## src/rtl/atf_pkg.sv

```systemverilog
// Shared types, constants and the arctangent table for the tilt angle filter.
package atf_pkg;

    localparam int SQRT_STEPS   = 24;   // one root bit per cell
    localparam int CORDIC_STEPS = 16;   // micro-rotations, 8..24
    localparam int ATAN_LEN     = 24;

    typedef enum logic [2:0] {
        ST_IDLE,
        ST_SQUARE,
        ST_FEED,
        ST_WAIT,
        ST_DONE
    } atf_state_t;

    typedef enum logic [1:0] {
        TAG_ROLL    = 2'd0,
        TAG_PITCH   = 2'd1,
        TAG_INCLINE = 2'd2
    } angle_tag_t;

    typedef enum logic [1:0] {
        REG_FILTER_SHIFT = 2'd0
    } reg_addr_t;

    typedef struct packed {
        logic              valid;
        angle_tag_t        tag;
        logic [47:0]       radicand;
        logic [25:0]       rem;
        logic [23:0]       root;
    } sqrt_stage_t;

    typedef struct packed {
        logic              valid;
        angle_tag_t        tag;
        logic              zero;
        logic signed [27:0] x;
        logic signed [27:0] y;
        logic signed [31:0] z;
    } cordic_stage_t;

    // atan(2^-i) in hundredths of a degree, 16 fraction bits
    function automatic logic signed [31:0] atan_angle(input logic [4:0] idx);
        logic signed [31:0] a;
        unique case (idx)
            5'd0:  a = 32'sd294912000;
            5'd1:  a = 32'sd174096719;
            5'd2:  a = 32'sd91987925;
            5'd3:  a = 32'sd46694507;
            5'd4:  a = 32'sd23437865;
            5'd5:  a = 32'sd11730358;
            5'd6:  a = 32'sd5866610;
            5'd7:  a = 32'sd2933484;
            5'd8:  a = 32'sd1466764;
            5'd9:  a = 32'sd733385;
            5'd10: a = 32'sd366693;
            5'd11: a = 32'sd183346;
            5'd12: a = 32'sd91673;
            5'd13: a = 32'sd45837;
            5'd14: a = 32'sd22918;
            5'd15: a = 32'sd11459;
            5'd16: a = 32'sd5730;
            5'd17: a = 32'sd2865;
            5'd18: a = 32'sd1432;
            5'd19: a = 32'sd716;
            5'd20: a = 32'sd358;
            5'd21: a = 32'sd179;
            5'd22: a = 32'sd90;
            5'd23: a = 32'sd45;
            default: a = 32'sd0;
        endcase
        return a;
    endfunction

endpackage

```

## src/rtl/atf_sqrt_cell.sv

```systemverilog
// One digit cell of the pipelined integer square root chain.
module atf_sqrt_cell
    import atf_pkg::*;
(
    input  logic        clk,
    input  logic        rst_n,
    input  logic [4:0]  bit_pos,
    input  sqrt_stage_t stage_in,
    output sqrt_stage_t stage_out
);

    sqrt_stage_t stage_reg;
    sqrt_stage_t stage_next;
    logic [47:0] shifted;
    logic [27:0] rem_sh;
    logic [27:0] trial;

    always_comb
    begin
        // bring down the next two radicand bits
        shifted = stage_in.radicand >> {bit_pos, 1'b0};
        rem_sh  = {stage_in.rem, shifted[1:0]};
        trial   = {2'b00, stage_in.root, 2'b01};
        stage_next = stage_in;
        if (rem_sh >= trial)
        begin
            stage_next.rem  = 26'(rem_sh - trial);
            stage_next.root = {stage_in.root[22:0], 1'b1};
        end
        else
        begin
            stage_next.rem  = rem_sh[25:0];
            stage_next.root = {stage_in.root[22:0], 1'b0};
        end
    end

    always_ff @(posedge clk or negedge rst_n)
    begin
        if (!rst_n)
        begin
            stage_reg.valid <= 1'b0;
        end
        else
        begin
            stage_reg <= stage_next;
        end
    end

    assign stage_out = stage_reg;

endmodule

```

## config.mk

```make
export PLATFORM = sky130hd
export DESIGN_NAME = atf_sqrt_cell
export DESIGN_NICKNAME = d
export VERILOG_FILES = /design/src/rtl/atf_pkg.sv /design/src/rtl/atf_sqrt_cell.sv
export SDC_FILE = /design/constraint.sdc
export NUM_CORES = 1
export LEC_CHECK = 0
export BUFFER_PORTS_ARGS = -buffer_cell sky130_fd_sc_hd__buf_2
export CAP_MARGIN = 20
export CELL_PAD_IN_SITES_DETAIL_PLACEMENT = 1
export CELL_PAD_IN_SITES_GLOBAL_PLACEMENT = 1
export CORE_MARGIN = 2
export CORE_UTILIZATION = 38
export CTS_BUF_LIST = sky130_fd_sc_hd__clkbuf_16
export DETAILED_ROUTE_END_ITERATION = 8
export GPL_TIMING_DRIVEN = 0
export MAX_ROUTING_LAYER = met4
export PLACE_DENSITY = 0.92
export SLEW_MARGIN = 20
export SYNTH_ARGS = -nofsm -noshare
export SYNTH_HDL_FRONTEND = slang
export SYNTH_SLANG_ARGS = --single-unit
```

## constraint.sdc

```tcl
create_clock -name clk -period 0.8 [get_ports clk]
set_clock_uncertainty 0.1 [all_clocks]
set_input_delay 0.16 -clock clk [delete_from_list [all_inputs] [get_ports clk]]
set_output_delay 0.16 -clock clk [all_outputs]
set_load 0.02 [all_outputs]
```

==> summary.txt <==
die footprint = 0.0150 mm²
Max Clock Freq = 0.308 GHz
routability congestion estimate = 0.945
die extent in x = 123 µm
path type of the worst setup path = input pin to flop
CTS tree = done
slowest cell on the critical path = mux4_2
most instantiated library cell after synthesis = edfxtp_1
run status = finished, violations left
actual slew at the worst max-slew pin = 1050 ps
setup slack at placement = -3010 ps
Die Y-Extent = 123 µm
setup repair after global routing missed its margin = true
Layout Nets = 849
min Tclk post-route = 3250 ps
top cell types by occurrence after synthesis = edfxtp_1 (100), inv_1 (35), ha_1 (26), a21oi_1 (23), nand2_1 (22)
remaining design rule violation count = 0
instance count of the mapped netlist = 412
Internal = 11.2 mW
final number of setup-violating endpoints = 140
endpoint type of the worst setup path = flop
nets in the synthesized netlist = 546
largest driver fanout on the critical path = 7
Sw Share = 0.318
detailed-placement wirelength estimate = 12.9 mm
Largest delay share family, worst path = compound AO/OA/AOI/OAI gates
effective utilization at floorplan = 0.387
switching power summed over all nets = 5.24 mW
cell total after placement = 799
maximum number of pins on one net before global-route repair = 49
Mapped Area = 0.00535 mm²
TritonRoute pass-1 iters = 5
area taken by multi-input logic gates = 0.00239 mm²
sequential area share after synthesis = 0.566
share of the clock period used by the worst path after layout = 4.06
worst slew slack as a fraction of its limit = 0.281
number of flip-flops and latches in the synthesized netlist = 101
leakage power = 4.02 nW
non-filler cells in the finished layout = 903
total clock buffers created by CTS = 9
count of input and output buffers = 206
routed vias/inst = 5.66
distinct cell type count after synthesis = 61
worst hold path startpoint = stage_in[8]
worst endpoint required time = 790 ps
portion of synthesized cell area occupied by the leading cell type = 0.562
Synth async-reset ratio = 0.00990
wire length of the first global-routing pass = 29.0 mm
CP Launch Type = input pin
Yosys warning total = 0
Worst Hold Slack = -101 ps
count of vias placed by the detailed router = 5,107
Top FF cell, synth = edfxtp_1
cell types with the largest area share after synthesis = edfxtp_1 (56%), ha_1 (6.1%), mux2_2 (3.8%), mux4_2 (3.4%), xnor2_1 (2.8%)
clock input transition at the sequential cells of the worst setup and hold paths = 70 ps
count of pins on the block boundary = 209
dominant cell type by area after synthesis = edfxtp_1
H-tree depth reported by CTS = 3
Sinks on Clock Net = 101
data arrival time at the worst-slack endpoint = 3240 ps
1st-iter DRT viols = 429
number of global-route vias before repair = 5,220
post-detailed-route wirelength per cell = 24.7 µm
count of flip-flops with a built-in enable after synthesis = 100
Clk pwr share = 0.257
final number of hold-violating endpoints = 26
buffers from clock root to sink, at most = 2
area growth from synthesis to final layout = 63.3%
max FFs per register = 101
filler instances = 1,405
count of standard-cell rows = 43
remaining antenna violation count after routing = 0
number of buffer and inverter instances along the worst setup path = 5
layout cells sized above 1 = 0.463
GRT Total Usage = 0.268
number of antenna violations at the first check in global routing = 3
smallest setup slack after layout = -2450 ps
CP Launch Point = bit_pos[0]
Avg Inst Size Synth = 13.0 µm²
max-slew violations = 0
maximum vdd drop = 0.00110 V
PD cells = 1890 mW/mm²
aggregate routed wire length = 22.3 mm
Maximum Capacitance Violations = 0
ordered cell list for the critical path = buf_12 -> buf_4 -> mux4_2 -> a22oi_1 -> o311a_4 -> ha_2 -> nand2b_4 -> a21oi_4 -> o211ai_1 -> a31oi_2 -> o21a_1 -> buf_8 -> buf_4 -> buf_6 -> o21a_1 -> a21oi_1 -> o311ai_1
CTS Root Buffer Type = clkbuf_16
classification of the worst-slack hold path = input pin to flop
core region area = 0.0138 mm²
fraction of power consumed by sequential logic = 0.411
failing checks = negative hold slack, negative setup slack
part of the total power dissipated in combinational logic = 0.332
Remaining Overflow, GRT = 0
largest stage delay on the critical path = 500 ps
sequential cell area = 0.00303 mm²
-- timing repair --
action | CTS | global route
hold buffers | 43 | 6
gates cloned | 1 | 2
buffers inserted | 18 | 18
resized for setup | 116 | 150
pin swaps | 16 | 20
endpoints found under the setup margin | 182 | 157
endpoints found under the hold margin | 75 | 32
-- layout make-up --
class,instances,share of cell area
flip-flops and latches,101,0.347
inverters,35,0.0155
multi-input cells,262,0.274
repair buffers,294,0.291
clock inverters,7,0.00487
well taps,180,0.0258
plain buffers,12,0.0158
clock buffers,9,0.0258
diodes,3,0.000860
-- power by group through the flow --
stage | clock network [mW] | logic (mW) | registers [mW]
floorplan | 0 | 1.69 | 7.47
global placement | 0 | 3.71 | 6.73
detailed placement | 0 | 3.87 | 6.74
CTS | 4.19 | 4.56 | 6.68
global route | 4.44 | 5.73 | 6.81
finish | 4.23 | 5.46 | 6.77
-- through the flow --
step	setup TNS, ps	area, µm²	utilization	power, mW
finish	-98770	8730	0.631	16.5
global route	-103140	8730	0.631	17.0
CTS	-94770	7990	0.578	15.4
detailed placement	-117410	6720	0.486	10.6
global placement	-228840	6690	0.484	10.4
floorplan	-61680	5430	-	9.16
-- worst paths after layout --
| check | to | cells after the start |
|---|---|---|
| max in group asynchronous | stage_out[100] | 3 |
| hold / removal | stage_out[9] | 1 |
| min in group asynchronous | stage_out[100] | 3 |
| setup / recovery | stage_out[43] | 17 |
-- routing by layer --
layer / share of wire / wire length, µm / global-route usage / vias up
met1: 0.39 / 8760 / 0.305 / 2570
met4: 0.041 / 924 / 0.131 / 0
met5: 0 / 0 / - / -
met2: 0.51 / 11500 / 0.457 / 257
li1: - / - / - / 2198
met3: 0.052 / 1150 / 0.0446 / 82
-- cell usage in the layout, fill, tap and decap left out, drive strengths merged, types with 4 or more instances in the layout --
| master | count |
|---|---|
| buf | 250 |
| edfxtp | 100 |
| inv | 39 |
| dlymetal6s4s | 28 |
| ha | 26 |
| a21oi | 23 |
| nand2 | 22 |
| dlygate4sd3 | 21 |
| mux2 | 19 |
| xnor2 | 17 |
| clkbuf | 16 |
| nor2 | 15 |
| a21o | 13 |
| o21ai | 11 |
| nand3 | 9 |
| mux4 | 8 |
| mux2i | 7 |
| and3 | 6 |
| nor3 | 6 |
| a31oi | 6 |
| and2 | 5 |
| a211oi | 5 |
| nor2b | 4 |
| o211ai | 4 |
| nor3b | 4 |
-- cells by family after synthesis --
| kind of cell | after synthesis | share of synthesized area |
|---|---|---|
| AOI/OAI and AO/OA | 97 | 0.131 |
| DFF | 101 | 0.566 |
| muxes | 34 | 0.0868 |
| and+or+nand+nor | 85 | 0.0864 |
| adders and majority gates | 26 | 0.0609 |
| xor gates and xnor gates | 20 | 0.0328 |
| buffers and inverters | 49 | 0.0360 |
Power figures use the tool's default switching activity.
