--- config.mk ---
export PLATFORM = sky130hd
export DESIGN_NAME = atf_cordic_cell
export DESIGN_NICKNAME = d
export VERILOG_FILES = /design/src/rtl/atf_pkg.sv /design/src/rtl/atf_cordic_cell.sv
export SDC_FILE = /design/constraint.sdc
export NUM_CORES = 1
export LEC_CHECK = 0
export BUFFER_PORTS_ARGS = -buffer_cell sky130_fd_sc_hd__buf_2
export CORE_MARGIN = 1.5
export CORE_UTILIZATION = 52
export CTS_CLUSTER_DIAMETER = 40
export DETAILED_ROUTE_END_ITERATION = 7
export PLACE_DENSITY = 0.79
export SETUP_SLACK_MARGIN = 0.2
export SLEW_MARGIN = 20
export SYNTH_ARGS = -nofsm -noshare
export SYNTH_HDL_FRONTEND = slang
export SYNTH_SLANG_ARGS = --single-unit
--- constraint.sdc ---
create_clock -name clk -period 0.8 [get_ports clk]
set_input_delay 0.08 -clock clk [delete_from_list [all_inputs] [get_ports clk]]
set_output_delay 0.08 -clock clk [all_outputs]
set_load 0.05 [all_outputs]
--- src/rtl/atf_pkg.sv ---
// Shared types, constants and the arctangent table for the tilt angle filter.
package atf_pkg;

    localparam int SQRT_STEPS   = 24;   // one root bit per cell
    localparam int CORDIC_STEPS = 16;   // micro-rotations, 8..24
    localparam int ATAN_LEN     = 24;

    typedef enum logic [2:0] {
        ST_IDLE,
        ST_SQUARE,
        ST_FEED,
        ST_WAIT,
        ST_DONE
    } atf_state_t;

    typedef enum logic [1:0] {
        TAG_ROLL    = 2'd0,
        TAG_PITCH   = 2'd1,
        TAG_INCLINE = 2'd2
    } angle_tag_t;

    typedef enum logic [1:0] {
        REG_FILTER_SHIFT = 2'd0
    } reg_addr_t;

    typedef struct packed {
        logic              valid;
        angle_tag_t        tag;
        logic [47:0]       radicand;
        logic [25:0]       rem;
        logic [23:0]       root;
    } sqrt_stage_t;

    typedef struct packed {
        logic              valid;
        angle_tag_t        tag;
        logic              zero;
        logic signed [27:0] x;
        logic signed [27:0] y;
        logic signed [31:0] z;
    } cordic_stage_t;

    // atan(2^-i) in hundredths of a degree, 16 fraction bits
    function automatic logic signed [31:0] atan_angle(input logic [4:0] idx);
        logic signed [31:0] a;
        unique case (idx)
            5'd0:  a = 32'sd294912000;
            5'd1:  a = 32'sd174096719;
            5'd2:  a = 32'sd91987925;
            5'd3:  a = 32'sd46694507;
            5'd4:  a = 32'sd23437865;
            5'd5:  a = 32'sd11730358;
            5'd6:  a = 32'sd5866610;
            5'd7:  a = 32'sd2933484;
            5'd8:  a = 32'sd1466764;
            5'd9:  a = 32'sd733385;
            5'd10: a = 32'sd366693;
            5'd11: a = 32'sd183346;
            5'd12: a = 32'sd91673;
            5'd13: a = 32'sd45837;
            5'd14: a = 32'sd22918;
            5'd15: a = 32'sd11459;
            5'd16: a = 32'sd5730;
            5'd17: a = 32'sd2865;
            5'd18: a = 32'sd1432;
            5'd19: a = 32'sd716;
            5'd20: a = 32'sd358;
            5'd21: a = 32'sd179;
            5'd22: a = 32'sd90;
            5'd23: a = 32'sd45;
            default: a = 32'sd0;
        endcase
        return a;
    endfunction

endpackage

--- src/rtl/atf_cordic_cell.sv ---
// One micro-rotation cell of the vectoring CORDIC chain.
module atf_cordic_cell
    import atf_pkg::*;
(
    input  logic               clk,
    input  logic               rst_n,
    input  logic [4:0]         shift,
    input  logic signed [31:0] angle,
    input  cordic_stage_t      stage_in,
    output cordic_stage_t      stage_out
);

    cordic_stage_t stage_reg;
    cordic_stage_t stage_next;
    logic signed [27:0] dx;
    logic signed [27:0] dy;

    always_comb
    begin
        dx = stage_in.y >>> shift;
        dy = stage_in.x >>> shift;
        stage_next = stage_in;
        if (!stage_in.y[27])
        begin
            stage_next.x = stage_in.x + dx;
            stage_next.y = stage_in.y - dy;
            stage_next.z = stage_in.z + angle;
        end
        else
        begin
            stage_next.x = stage_in.x - dx;
            stage_next.y = stage_in.y + dy;
            stage_next.z = stage_in.z - angle;
        end
    end

    always_ff @(posedge clk or negedge rst_n)
    begin
        if (!rst_n)
        begin
            stage_reg.valid <= 1'b0;
        end
        else
        begin
            stage_reg <= stage_next;
        end
    end

    assign stage_out = stage_reg;

endmodule

==> results.tsv, run 1 <==
stage	metric	value	unit
run_status	status	did not finish	
run_status	failed_stage	5_1_grt	
run_status	firstError	[ERROR GRT-0232] Routing congestion too high. Check the congestion heatmap in the GUI.	
clock_network	numCtsBuffers	9	
placement	dpl.hpwl	42.0	mm
floorplanning	die_height	159	um
grt	grt_max_degree	46	
grt	grt-ovfl-total	30	
clock_network	clockRootBuffer	clkbuf_16	
synthesis	synth_edf_count	91	
floorplanning	die_w	159	um
synthesis	ys_top_cells_by_area	edfxtp_1, ha_1, mux4_2, xnor2_1, nor2_1	
floorplanning	num_rows	56	
synthesis	yosysSeqAreaShare	21.8	%
timing	grt_worst_setup_endpoint	stage_out[86]$_DFFE_PP_/D	
synthesis	syn_area_per_cell	8.88	um2
floorplanning	start_util	53.4	%
synthesis	synth_area	12600	um2
synthesis	synth_top_area_share	21.6	%
synthesis	yosysWarnings	0	
placement	pre_cts_ws	-4560	ps
synthesis	yosysTopAreaCell	edfxtp_1	
timing	endpoint_type	register data pin	
grt	grt_util_all_layers	77.5	%
synthesis	synth_ff_type	edfxtp_1	
placement	port_buffers	222	
clock_network	htreeDepth	3	
synthesis	ys_types	90	
clock_network	cts_sinks	92	
clock_network	cts.path.max_buffers	2	
synthesis	syn_nets	1650	
placement	gp_congestion	1.04	
floorplanning	ioPinCount	223	
synthesis	synthArstFlopShare	1.09	%
synthesis	synth_cells	1424	
synthesis	yosys_register_bits	92	
==> repair_timing <==
item / in CTS
hold buffers: 4
buffers inserted: 85
cloned: 2
endpoints found under the setup margin: 179
pin swaps: 157
resized for setup: 291
hold endpoints to repair: 5
==> per-layer routing <==
metal | track usage (%) | overflow
met5 | 33.3 | 0
met1 | 74.3 | 0
met4 | 78.4 | 16
met2 | 92.4 | 14
met3 | 68.6 | 0
==> cells by family after synthesis <==
group / synth area share [%]
flip-flops: 21.8
multiplexers: 15.3
adder cells (fa/ha/maj): 9.58
AND/OR/NAND/NOR: 18.2
AO/OA/AOI/OAI: 21.1
XOR/XNOR: 9.70
buffers and inverters: 4.22
==> Yosys cell counts (all sizes together), types with 30 or more instances <==
master	number
a21o	35
a21oi	108
buf	40
clkbuf	30
edfxtp	91
ha	92
inv	42
mux2	32
mux4	55
nand2	105
nor2	153
o21ai	78
xnor2	105
xor2	35
==> metrics by stage <==
step,cells,util (%),cell area [um2]
detailed placement,2471,79.0,18700
global placement,2471,79.0,18700
floorplan,1424,-,13200
CTS,2578,87.9,20800
==> inputs of run 2 (changes only) <==
- CORE_UTILIZATION: 52 -> 37
- CTS_CLUSTER_DIAMETER: 40 -> unset
- PLACE_DENSITY: 0.79 -> unset
- PLACE_DENSITY_LB_ADDON: unset -> 0.15
- SETUP_SLACK_MARGIN: 0.2 -> unset
==> run 2 against run 1 <==
Against the previous run: the flow now finishes, with violations (negative setup slack); area after synthesis did not move; synthesized cell count stayed put.
==> results.tsv, run 2 <==
stage	metric	value	unit
clock_network	cts_sinks	92	
clock_network	tritoncts	yes	
min_path	hp-start	rst_n	
grt	grt_max_degree	45	
worst_setup_path	end_kind	flip-flop	
route	antenna_left	0	
worst_setup_path	cp.arrival	4960	ps
route	drt-initial-drc-count	781	
timing	rsz0062_at_grt	true	
synthesis	synth_cells	1424	
power	p_sw_share	43.3	%
synthesis	ys_types	90	
clock_network	cts.clk_slew.worst_paths	80	ps
route	wl_per_cell	19.3	um
min_path	hold_end	stage_out[53]$_DFFE_PP_	
clock_network	numCtsBuffers	9	
finish	layout.nets	2446	
route	vias	14444	
power	internal_power	20.1	mW
grt	grt_pass1_wl	78.3	mm
placement	gp_congestion	0.950	
placement	numPlacedInstances	2612	
worst_setup_path	crit_type	input port to flip-flop	
placement	port_buffers	222	
route	vias_per_cell	5.41	
power	p_sw	15.3	mW
synthesis	syn_nets	1650	
worst_setup_path	critPathRequiredTime	930	ps
run_status	status	complete, but fails checks	
finish	final_common_cell	buf_4	
synthesis	synth_top_area_share	21.6	%
floorplanning	die_height	188	um
power	power_density	1720	nW/um2
grt	grt_pass1_vias	14304	
timing	max_slew.worst_pin.slew	716	ps
timing	min_period_over_period	604	%
power	p_clk_share	12.5	%
floorplanning	start_util	37.6	%
job	maxCapViolCount	0	
power	combPwrFrac	66.7	%
power	leakage	9.28	nW
timing	max_freq	0.207	GHz
power	seqPwrFrac	20.8	%
clock_network	clockRootBuffer	clkbuf_16	
finish	syn2layout_area_growth	62.7	%
timing	fin_crit	4830	ps
floorplanning	die_area	35300	um2
route	drt_wl_total	51.5	mm
synthesis	yosys_register_bits	92	
placement	dpl.hpwl	41.5	mm
clock_network	htreeDepth	3	
min_path	hold_depth	1	
finish	final_cell_count_no_fill	2672	
floorplanning	ioPinCount	223	
worst_setup_path	worstPathMaxFanout	25	
synthesis	yosysSeqAreaShare	21.8	%
timing	fin_ws	-4030	ps
min_path	hold_class	input port to flip-flop	
finish	antenna_cells	0	
synthesis	yosys-top-cells-count	nor2_1, a21oi_1, nand2_1, xnor2_1, ha_1	
clock_network	cts.path.max_buffers	2	
route	firstDrtPassIters	5	
timing	slew_headroom	52.3	%
run_status	violations	negative setup slack	
route	drc	0	
worst_setup_path	cp-start-kind	input port	
grt	grt-ovfl-total	0	
synthesis	yosysWarnings	0	
timing	finalHoldViolCount	0	
synthesis	synthArstFlopShare	1.09	%
power	peakVddDrop	1160	uV
grt	antenna_found_initial	0	
synthesis	ys_top_cells_by_area	edfxtp_1, ha_1, mux4_2, xnor2_1, nor2_1	
grt	grt_util_all_layers	28.5	%
synthesis	yosys.cell_count.top_type	nor2_1	
finish	largest_reg_flops	92	
placement	place_area	19000	um2
synthesis	synth_area	12600	um2
finish	drive_above_1_share	50.9	%
synthesis	synth_edf_count	91	
finish	fin_area	20600	um2
synthesis	syn_area_per_cell	8.88	um2
timing	setup_violations	179	
finish	final_cell_mix	buf_4, buf_2, nor2_1	
timing	fin_setup_tns	-260040	ps
floorplanning	die_w	188	um
floorplanning	core-area	33600	um2
floorplanning	num_rows	67	
synthesis	synth_ff_type	edfxtp_1	
synthesis	yosysTopAreaCell	edfxtp_1	
timing	report.final.slew_viol_count	0	
[run 2: area by class of cell]
cell class / count / area, um2
Clock buffer: 11 / 233
Clock inverter: 4 / 51.3
Fill cell: 3023 / 13000
Inverter: 44 / 185
Multi-Input combinational cell: 1218 / 10300
Sequential cell: 92 / 2760
Tap cell: 448 / 561
Timing Repair Buffer: 855 / 6440
[run 2: routing by layer]
layer	vias to the layer above	track usage, %	part of all wire (%)
li1	7023	-	-
met1	6955	37.3	44
met2	413	49.0	49
met3	53	3.52	4.9
met4	0	8.37	2.2
met5	-	0	0
[run 2: stage by stage]
step | utilization [%] | hold WS [ps] | worst slack, ps | total power [mW]
finish | 61.2 | 92.3 | -4030 | 35.4
global route | 61.2 | 101 | -4240 | 37.4
CTS | 59.2 | 90.7 | -4020 | 34.4
detailed placement | 56.5 | 191 | -4660 | 28.9
floorplan | - | -216 | -4230 | 20.4
global placement | 56.5 | 189 | -4510 | 28.6
[run 2: kinds of logic (layout without fill, tap and decap cells)]
kind of cell	count (synthesis)	in the layout	share of synthesized area [%]
buffers and inverters	114	914	4.22
xor gates and xnor gates	140	140	9.70
muxes	116	116	15.3
AOI/OAI and AO/OA	408	408	21.1
DFF	92	92	21.8
and+or+nand+nor	459	459	18.2
adders and majority gates	95	95	9.58
[run 2: power groups by stage]
stage / clock (mW) / combinational [mW] / sequential (mW)
after detailed placement: 0 / 21.5 / 7.35
after CTS: 4.59 / 22.5 / 7.32
after floorplan: 0 / 8.97 / 11.4
after global routing: 4.71 / 25.2 / 7.45
final: 4.42 / 23.6 / 7.35
after global placement: 0 / 21.3 / 7.30
[run 2: worst max-delay path by stage]
stage	cells after the start	startpoint	to
after floorplan	25	shift[1]	stage_out[86]$_DFFE_PP_
after global placement	24	shift[1]	stage_out[59]$_DFFE_PP_
after detailed placement	24	shift[1]	stage_out[59]$_DFFE_PP_
after CTS	24	shift[1]	stage_out[86]$_DFFE_PP_
after global routing	25	shift[1]	stage_out[86]$_DFFE_PP_
final	25	shift[1]	stage_out[86]$_DFFE_PP_
[run 2: worst max-delay path, cell delays in order]
cell	delay, ps
buf_12	110
buf_12	130
buf_4	130
buf_12	160
nand2b_1	190
a2111oi_1	500
nor4_2	130
buf_4	180
buf_4	170
a2111oi_4	410
nand4_1	190
buf_4	190
nor4b_4	370
nand2_1	120
o21a_1	130
o32ai_2	130
ha_1	320
a21o_1	190
a21o_1	160
a21oi_2	180
nor3b_4	250
a211oi_2	110
nor3_1	190
a21oi_1	70
xor2_1	150
[run 2: what timing repair did]
action | 4_1_cts | 5_1_grt
setup buffers | 18 | 26
hold buffers | 5 | 0
pin swaps | 55 | 63
endpoints found under the hold margin | 5 | 0
cloned | 1 | 0
setup endpoints to repair | 179 | 179
gates resized for setup | 114 | 144
(Power assumes the default switching activity.)
==> inputs of run 3 (changes only) <==
- clock period: 0.8 -> 5.9 ns (I/O delays scaled with it)
==> run 3 against run 2 <==
Against the previous run: the run now ends clean; first-iteration DRC count increased by 23%; critical path depth increased by 1; clock power decreased by 87%; sequential share of layout area increased by 3.3 points; count of clock-buffer cells in the layout unchanged; worst hold slack improved by 230 ps; sequential power decreased by 87%; die area unchanged; critical endpoint is now stage_out[87]$_DFFE_PP_; highest routed layer is now met5.
==> results.tsv, run 3 (synthesized netlist as in run 2, its figures left out) <==
stage	metric	value	unit
finish	syn2layout_area_growth	30.5	%
placement	place_area	16100	um2
timing	setup_violations	0	
route	wl_per_cell	19.3	um
worst_setup_path	max_stage_delay	580	ps
route	drc	0	
floorplanning	die_height	188	um
power	p_sw_share	44.9	%
finish	final_common_cell	buf_4	
worst_setup_path	crit_family	compound AO/OA/AOI/OAI gates	
placement	port_buffers	222	
placement	gp_congestion	0.972	
grt	grt_pass1_vias	12736	
job	maxCapViolCount	0	
power	internal_power	2.25	mW
timing	finalHoldViolCount	0	
route	drt-initial-drc-count	961	
floorplanning	num_rows	67	
worst_setup_path	worstPathMaxFanout	3	
floorplanning	ioPinCount	223	
min_path	hold_end	stage_out[91]$_DFF_PN0_	
timing	max_slew.worst_pin.slew	921	ps
timing	slew_headroom	38.4	%
worst_setup_path	cp_num_buf_inv	5	
timing	min_period_over_period	94.7	%
min_path	hold_class	input port to flip-flop	
finish	fillers	3319	
power	peakVddDrop	147	uV
clock_network	clockRootBuffer	clkbuf_16	
worst_setup_path	critPathRequiredTime	6040	ps
worst_setup_path	crit_type	input port to flip-flop	
grt	grt_pass1_wl	70.6	mm
clock_network	tritoncts	yes	
timing	max_freq	0.179	GHz
clock_network	numCtsBuffers	9	
finish	drive_above_1_share	33.5	%
placement	dpl.hpwl	36.5	mm
finish	largest_reg_flops	92	
min_path	hold_depth	1	
finish	postLayoutCoreUtil	49.1	%
timing	report.final.slew_viol_count	0	
clock_network	cts_hold_buf	0	
route	vias	13101	
worst_setup_path	slowest_stage	mux4_1	
timing	hold_ws	318	ps
run_status	status	finished, final reports clean	
clock_network	cts_sinks	92	
finish	final_cell_mix	buf_4, buf_2, nor2_1	
power	leakage	7.23	nW
finish	fin_area	16500	um2
clock_network	htreeDepth	3	
finish	seq_area	2760	um2
power	seqPwrFrac	23.8	%
worst_setup_path	end_kind	flip-flop	
timing	fin_crit	5590	ps
min_path	hp-start	stage_in[91]	
route	antenna_left	0	
timing	rsz0062_at_grt	false	
grt	grt_max_degree	70	
worst_setup_path	cp-start-kind	input port	
route	drt_wl_total	45.0	mm
floorplanning	start_util	37.6	%
grt	antenna_found_initial	2	
floorplanning	die_w	188	um
finish	layout.nets	2097	
power	p_sw	1.84	mW
power	power_density	248	nW/um2
power	p_clk_share	14.5	%
floorplanning	core-area	33600	um2
route	vias_per_cell	5.63	
power	power.total	4.09	mW
worst_setup_path	cp.arrival	5720	ps
placement	pre_cts_ws	-327	ps
floorplanning	die_area	35300	um2
clock_network	cts.path.max_buffers	2	
power	combPwrFrac	61.7	%
grt	grt-ovfl-total	0	
finish	multi_input_area	9430	um2
grt	grt_util_all_layers	25.5	%
route	firstDrtPassIters	7	
clock_network	cts.clk_slew.worst_paths	70	ps
timing	fin_ws	312	ps
run 3: changes by cell type in the layout (fill, tap and decap cells not counted), sizes merged:
cell,delta
buf,-342
dlygate4sd3,-5
diode,+2
bufbuf,-1
clkbuf,-1
clkinv,+1
clkinvlp,-1
inv,+1
run 3: area by class of cell:
class                   instances  share of cell area (%)
multi-input cells            1218                    57.1
repair buffers                506                    20.0
flip-flops and latches         92                    16.7
well taps                     448                    3.40
clock buffers                  11                    1.41
inverters                      44                    1.00
clock inverters                 5                   0.318
diodes                          2                  0.0303
run 3: what timing repair did:
item	in CTS	in global routing
setup endpoints to repair	0	10
resized for setup	0	13
buffers inserted	0	1
run 3: power groups by stage:
| stage | Clock, mW | Combinational (mW) | Sequential (mW) |
|---|---|---|---|
| 3_3_place_gp | 0 | 2.49 | 0.988 |
| 5_1_grt | 0.640 | 2.72 | 0.991 |
| 2_1_floorplan | 0 | 1.12 | 1.54 |
| 3_5_place_dp | 0 | 2.50 | 0.991 |
| 4_1_cts | 0.620 | 2.51 | 0.978 |
| 6_report | 0.593 | 2.52 | 0.976 |
run 3: layer usage:
| layer | vias up | wire, um | track usage, % |
|---|---|---|---|
| li1 | 6337 | - | - |
| met1 | 6284 | 20600 | 35.1 |
| met2 | 431 | 20600 | 41.2 |
| met3 | 47 | 2940 | 4.32 |
| met4 | 2 | 901 | 6.74 |
| met5 | - | 13 | 0 |
run 3: worst max path at each step:
stage | slack (ps) | start | cells after the start | endpoint
6_report | 310 | shift[1] | 26 | stage_out[87]$_DFFE_PP_
2_1_floorplan | 10 | shift[1] | 25 | stage_out[87]$_DFFE_PP_
4_1_cts | 60 | shift[1] | 26 | stage_out[87]$_DFFE_PP_
5_1_grt | 20 | shift[0] | 25 | stage_out[87]$_DFFE_PP_
3_3_place_gp | -260 | shift[1] | 26 | stage_out[87]$_DFFE_PP_
3_5_place_dp | -330 | shift[1] | 26 | stage_out[87]$_DFFE_PP_
run 3: stage by stage:
stage               std cells  setup TNS [ps]
floorplan                1424               0
global placement         2307            -350
detailed placement       2307            -966
CTS                      2323               0
global route             2324               0
finish                   2326               0
